==> src/design/hs24_pkg.sv <==
// hs24_pkg: types, constants and round functions shared by the halfsiphash pipeline
// used by hs24_cell and the top level halfsiphash_2_4_fixed_8byte
// no dependencies
package hs24_pkg;

   localparam int COMPRESS_ROUNDS = 2;
   localparam int FINAL_ROUNDS    = 4;
   localparam int ABSORB_STAGES   = 3 * COMPRESS_ROUNDS;
   localparam int NUM_STAGES      = ABSORB_STAGES + 2 * FINAL_ROUNDS;

   localparam logic [31:0] IV_V2        = 32'h6c796765;
   localparam logic [31:0] IV_V3        = 32'h74656462;
   localparam logic [31:0] TWEAK_OUT64  = 32'h000000ee;
   localparam logic [31:0] TWEAK_SECOND = 32'h000000dd;
   localparam logic [31:0] LEN_WORD     = 32'(8) << 24;

   localparam logic [1:0] CSR_HASH_KEY   = 2'd0;
   localparam logic [1:0] CSR_FOLD_TO_32 = 2'd1;

   typedef enum logic [1:0] {
      WORD_LOW,
      WORD_HIGH,
      WORD_LEN
   } hs_word_type;

   // per-cell operation, fixed by the cell's place in the row
   typedef struct packed {
      logic        pre_v3;
      logic        pre_v2;
      logic        pre_v1;
      logic        post_v0;
      logic        take_lo;
      hs_word_type word_sel;
   } hs_op_type;

   typedef struct packed {
      logic [3:0][31:0] v;
      logic [63:0]      msg;
      logic [31:0]      lo;
   } hs_data_type;

   typedef struct packed {
      logic        valid;
      hs_data_type data;
   } hs_stage_type;

   function automatic logic [31:0] rotl32(input logic [31:0] x, input int r);
      return (x << r) | (x >> (32 - r));
   endfunction

   function automatic logic [3:0][31:0] sip_round(input logic [3:0][31:0] v_i);
      logic [3:0][31:0] v;
      v = v_i;
      v[0] = v[0] + v[1]; v[1] = rotl32(v[1], 5);  v[1] = v[1] ^ v[0]; v[0] = rotl32(v[0], 16);
      v[2] = v[2] + v[3]; v[3] = rotl32(v[3], 8);  v[3] = v[3] ^ v[2];
      v[0] = v[0] + v[3]; v[3] = rotl32(v[3], 7);  v[3] = v[3] ^ v[0];
      v[2] = v[2] + v[1]; v[1] = rotl32(v[1], 13); v[1] = v[1] ^ v[2]; v[2] = rotl32(v[2], 16);
      return v;
   endfunction

   function automatic hs_op_type stage_op(input int s);
      hs_op_type op;
      op          = '0;
      op.word_sel = WORD_LOW;
      if (s < ABSORB_STAGES) begin
         op.pre_v3  = ((s % COMPRESS_ROUNDS) == 0);
         op.post_v0 = ((s % COMPRESS_ROUNDS) == (COMPRESS_ROUNDS - 1));
         case (s / COMPRESS_ROUNDS)
            0:       op.word_sel = WORD_LOW;
            1:       op.word_sel = WORD_HIGH;
            default: op.word_sel = WORD_LEN;
         endcase
      end
      op.pre_v2  = (s == ABSORB_STAGES);
      op.pre_v1  = (s == ABSORB_STAGES + FINAL_ROUNDS);
      op.take_lo = (s == ABSORB_STAGES + FINAL_ROUNDS - 1);
      return op;
   endfunction

endpackage

==> src/design/hs24_cell.sv <==
// hs24_cell: one sipround cell of the hash pipeline, with its optional xor steps
// depends on hs24_pkg for the stage types and the round function
// holds one word in flight and stalls only when its downstream neighbour is full
module hs24_cell import hs24_pkg::*; (
   input  logic         clock,
   input  logic         reset,
   input  hs_op_type    op,
   input  hs_stage_type up,
   output logic         up_ready,
   output hs_stage_type down,
   input  logic         down_ready
);

   logic        valid_ff, valid_in;
   hs_data_type data_ff, data_in;
   logic [31:0] m;
   logic [3:0][31:0] v;

   always_comb begin
      unique case (op.word_sel)
         WORD_LOW:  m = up.data.msg[31:0];
         WORD_HIGH: m = up.data.msg[63:32];
         WORD_LEN:  m = LEN_WORD;
         default:   m = LEN_WORD;
      endcase
      v = up.data.v;
      if (op.pre_v3) v[3] = v[3] ^ m;
      if (op.pre_v2) v[2] = v[2] ^ TWEAK_OUT64;
      if (op.pre_v1) v[1] = v[1] ^ TWEAK_SECOND;
      v = sip_round(v);
      if (op.post_v0) v[0] = v[0] ^ m;
      data_in   = up.data;
      data_in.v = v;
      // first output half is taken at the end of the first finalisation pass
      if (op.take_lo) data_in.lo = v[1] ^ v[3];
   end

   assign up_ready = !valid_ff || down_ready;
   assign valid_in = up_ready ? up.valid : valid_ff;

   always_ff @(posedge clock) begin
      if (reset) begin
         valid_ff <= 1'b0;
      end else begin
         valid_ff <= valid_in;
      end
   end

   always_ff @(posedge clock) begin
      if (up_ready && up.valid) begin
         data_ff <= data_in;
      end
   end

   assign down.valid = valid_ff;
   assign down.data  = data_ff;

endmodule

==> config.mk <==
export PLATFORM = sky130hd
export DESIGN_NAME = hs24_cell
export DESIGN_NICKNAME = d
export VERILOG_FILES = /design/src/design/hs24_pkg.sv /design/src/design/hs24_cell.sv
export SDC_FILE = /design/constraint.sdc
export NUM_CORES = 1
export LEC_CHECK = 0
export BUFFER_PORTS_ARGS = -buffer_cell sky130_fd_sc_hd__buf_2
export CAP_MARGIN = 20
export CORE_AREA = 2 2 180 182
export CTS_CLUSTER_SIZE = 30
export DETAILED_ROUTE_END_ITERATION = 8
export DIE_AREA = 0 0 182 184
export PLACE_DENSITY_LB_ADDON = 0.3
export SLEW_MARGIN = 15
export SYNTH_ARGS = -nofsm -noshare
export SYNTH_HDL_FRONTEND = slang
export SYNTH_SLANG_ARGS = --single-unit
export TNS_END_PERCENT = 100
==> constraint.sdc <==
create_clock -name clock -period 10.1 [get_ports clock]
set_input_delay 0.505 -clock clock [delete_from_list [all_inputs] [get_ports clock]]
set_output_delay 0.505 -clock clock [all_outputs]
set_load 0.02 [all_outputs]
After elaboration in Yosys (flattened, before gate mapping)
Cells that the tools add are included. Widths: inputs -> output; s select.

Output and inout bits: 226. Word-level logic and storage cells: 37. Register bits: 225. Input port bits: 235.

Add/subtract/negate cells: 4. Reduce and logical (&&, ||, !) cells: 4. Bitwise logic cells: 15. Equal/unequal tests: 1. Multiplexer cells: 6.

Operators by type and width (count): $xor 32x32->32 (7); $add 32x32->32 (4); $mux 32 (3); $or 32x16->32 (2); $pmux 32 s2 (1); $or 32x13->32 (1); $or 32x5->32 (1); $or 32x7->32 (1); $or 32x8->32 (1); $mux 8 (2); $not 6->6 (2); $eq 2x1->1 const B (1); $logic_not 2->1 (1); $logic_and 1x1->1 (1); $logic_not 1->1 (1); $logic_or 1x1->1 (1).

Depth between registers and ports, before layout
Depth in word-level cells: 10. Depth in mapped cells: 30. Depth with buffers taken out: 26.

Worst setup path after synthesis
Ideal clock, no wire load.

Path kind: input to register. Start: input down_ready. End: register data_ff, in the netlist down[0] (enable). Library setup time: 0.612 ns. Path buffers: 0. Setup slack: 3.589 ns. Data arrival time: 5.899 ns. Data required time: 9.488 ns. Stages: 2. Cells stage by stage: nand2b_1 -> and2_1.

Longest elaborated chain between the ends: 2.

Ends and longest elaborated chain: start, declared (RTL line hs24_cell.sv:11) `input logic down_ready`; $logic_or 1x1->1 (RTL line hs24_cell.sv:38) `assign up_ready = !valid_ff || down_ready;`; $logic_and 1x1->1 (RTL line hs24_cell.sv:50) `if (up_ready && up.valid) begin`; end signal, assigned (RTL line hs24_cell.sv:51) `data_ff <= data_in;`; end, declared (RTL line hs24_cell.sv:15) `hs_data_type data_ff, data_in;`.

No other way between the ends. A chain may end at the register's enable or synchronous reset.

==> summary.md <==
| Metric | Value |
|---|---|
| Worst skew pair latency | 0.54 ns |
| DRT Pass-1 Iters | 5 |
| GP Congestion | 1.02 |
| Ports | ~460 |
| WL per Instance | 25.8 um |
| Die Ht | between 150 and 200 um |
| Crit. End Element | flop |
| Asr flop ratio synth | 0 |
| Number of routed nets with antenna violations | 0 |
| # H-tree levels | 1 |
| Crit path DAT | ~7.8 ns |
| Crit start category | input pin |
| All-Layer GR Usage | 0.378 |
| Cell Pwr Density | 381 nW/um2 |
| Syn Area/Cell | 10.5 um2 |
| # fillers | 2,574 |
| Iter 0 DRT Violations | 1,547 |
| Post-CTS sizing | 0 |
| Hold Crit Class | input pin to flop |
| Met1 Usage GRT | 0.495 |
| Hold-fix buffers at CTS | 0 |
| Max-slew violations | 0 |
| FMAX | 134 MHz |
| Leakage | 9.31 nW |
| Global-route wire length before repair | 93,000 um |
| Std cell rows | 65 |
| R2R setup slack | 7.28 ns |
| # port buffers | 460 |
| Final period util | 0.740 |
| Post-synthesis sequential area ratio | 0.389 |
| Top FF cell, synth | edfxtp_1 |
| Initial Util | 0.552 |
| Synth Warn # | 0 |
| # clock sinks | 225 |
| Worst hold slack | 0.129 ns |
| CTS Buf Count | 24 |
| Final-report hold violation count | 0 |
| Post-synth net total | 2,013 |
| Via/cell ratio | 6.07 |
| WP data required | 10.38 ns |
| RSZ-0062 raised after global routing | no |
| DRC Markers | 0 |
| Final Cell Area | 20,800 um2 |
| Initial antenna violation count | 3 |
| Vias in the first global route | 14,600 |
| Max Cap Viol | 0 |
| Grt peak-use layer | met2 |
| GR Util met2 | 0.619 |
| Met3 usage | 0.0723 |
| Largest net degree at the start of global routing | 79 |
| Setup bufs post-CTS | 0 |
| Ratio of cells with drive above 1 in the final layout | 0.251 |
| Fin worst setup slack | roughly 2.6 ns |
| Post-place setup slack | 2.40 ns |
| Cell variety after synth | 82 |
| Worst clock skew | 0.0190 ns |
| EDFF count, synth | 224 |
| Rel. slew slack | 0.307 |
| Area Overhead vs Synth | 20.1% |
| Status | finished clean |
| Worst slew pin tran | 1.04 ns |
| Final Setup Violations | 0 |
| Worst-path fanout max | 17 |
| Die W | 182 um |
| Drt total wl | 65,000 um |
| Reg clk slew, reported paths | 0.06 ns |
| Layout Nets | 2,460 |
| Core area | 31,400 um2 |
| Root Driver | clkbuf_16 |
| Synth Instances | between 1,500 and 2,000 |
| Vias | between 15,000 and 20,000 |
| Dpl hpwl | 54,200 um |
| Cell area after synthesis | 17,300 um2 |
| Overflow after GRT | 0 |
| Setup TNS Final | 0 ns |
| Seq cells post-synth | 225 |
| Max clock buf depth | 3 |
| Die area | 33,500 um2 |
| Peak supply drop | 0.271 mV |
| CP Class | input pin to flop |
| Crit path time final | 7.47 ns |
| Placed Area | 20,000 um2 |
| TritonCTS clock tree | done |
## cells by family (layout without fill, tap and decap cells)
group	after synthesis	count (layout)	share of synthesized area
compound gates	415	415	0.157
simple gates	361	361	0.0975
xor+xnor	353	353	0.206
flops	225	225	0.389
fa+ha+maj	131	131	0.0963
buf+inv	115	580	0.0256
mux	47	47	0.0282
other cells	0	1	0
## worst paths after layout
check	cells past startpoint	start	endpoint
setup / recovery	24	op[0]	down[28]
hold / removal	2	reset	valid_ff
setup reg to reg	4	valid_ff	down[42]
hold reg to reg	2	valid_ff	valid_ff
## report_power, final
part,internal [mW],switching [mW],total (mW)
Combinational,1.87,3.34,5.21
Sequential,1.71,0.0997,1.81
Clock,0.544,0.364,0.908
## cell type report
cell class                 count  area [um2]  share of cell area
antenna                        1        2.50            0.000120
clock buffer                  36         687              0.0330
clock inverter                 8         113             0.00541
inverter                      69         259              0.0124
multi-input combinational   1307       10100               0.487
sequential                   225        6750               0.324
tap                          402         503              0.0242
timing repair buffer         467        2350               0.113
## flip-flops by register name, indices dropped and copies added (netlist names)
| register | count |
|---|---|
| down | 224 |
| valid_ff | 1 |
## critical path, stage by stage
cell and delay (ns):
buf_2 0.41, mux2i_1 0.30, nor2_1 0.09, xnor2_1 0.65
inv_1 0.11, ha_1 0.38, o21ai_0 0.10, nor2_1 0.28
o22ai_2 0.18, o21ai_2 0.40, a21oi_1 0.14, xnor2_1 0.60
xnor2_1 0.28, ha_1 0.50, a21o_1 0.26, a221o_1 0.36
a31o_2 0.24, a211oi_1 0.37, o21a_1 0.21, a21oi_1 0.11
o311ai_2 0.37, xor2_1 0.49, xnor2_1 0.11, mux2_2 0.27
## cell usage in the layout, fill, tap and decap left out, types with 33 or more instances in the layout
cell        n
a21o_1     49
a21oi_1   138
buf_2     460
edfxtp_1  224
ha_1      127
inv_1      68
mux2i_1    33
nand2_1    72
nor2_1    144
o21ai_0    53
xnor2_1   155
xor2_1    164
## Yosys cell counts, drive strengths merged (16+ instances only)
library cell / n / area share
nand2: 72 / 0.016
o21bai: 24 / 0.010
nand4: 18 / 0.0065
nand2b: 17 / 0.0061
nor2: 145 / 0.032
xnor3: 24 / 0.031
a21o: 49 / 0.021
a21oi: 138 / 0.040
mux2i: 33 / 0.019
xor2: 165 / 0.084
nor3: 25 / 0.0072
o21ai: 75 / 0.022
edfxtp: 224 / 0.39
o21a: 22 / 0.0095
xnor2: 155 / 0.078
ha: 127 / 0.092
a211oi: 16 / 0.0082
clkbuf: 36 / 0.0078
nand3: 25 / 0.0072
inv: 68 / 0.015
## metrics by stage
step / power (mW) / cells / util
3_3_place_gp: 6.86 / 2470 / 0.637
4_1_cts: 7.83 / 2514 / 0.663
3_5_place_dp: 6.89 / 2470 / 0.637
2_1_floorplan: 5.22 / 1647 / -
6_report: 7.92 / 2515 / 0.663
5_1_grt: 8.25 / 2514 / 0.663
## metal layers
layer  vias up  part of all wire
li1       6929                 -
met5         -           0.00031
met1      7348              0.40
met4         4             0.047
met2       833              0.46
met3       143             0.091
Note: power is estimated with default switching activity, not from simulation.
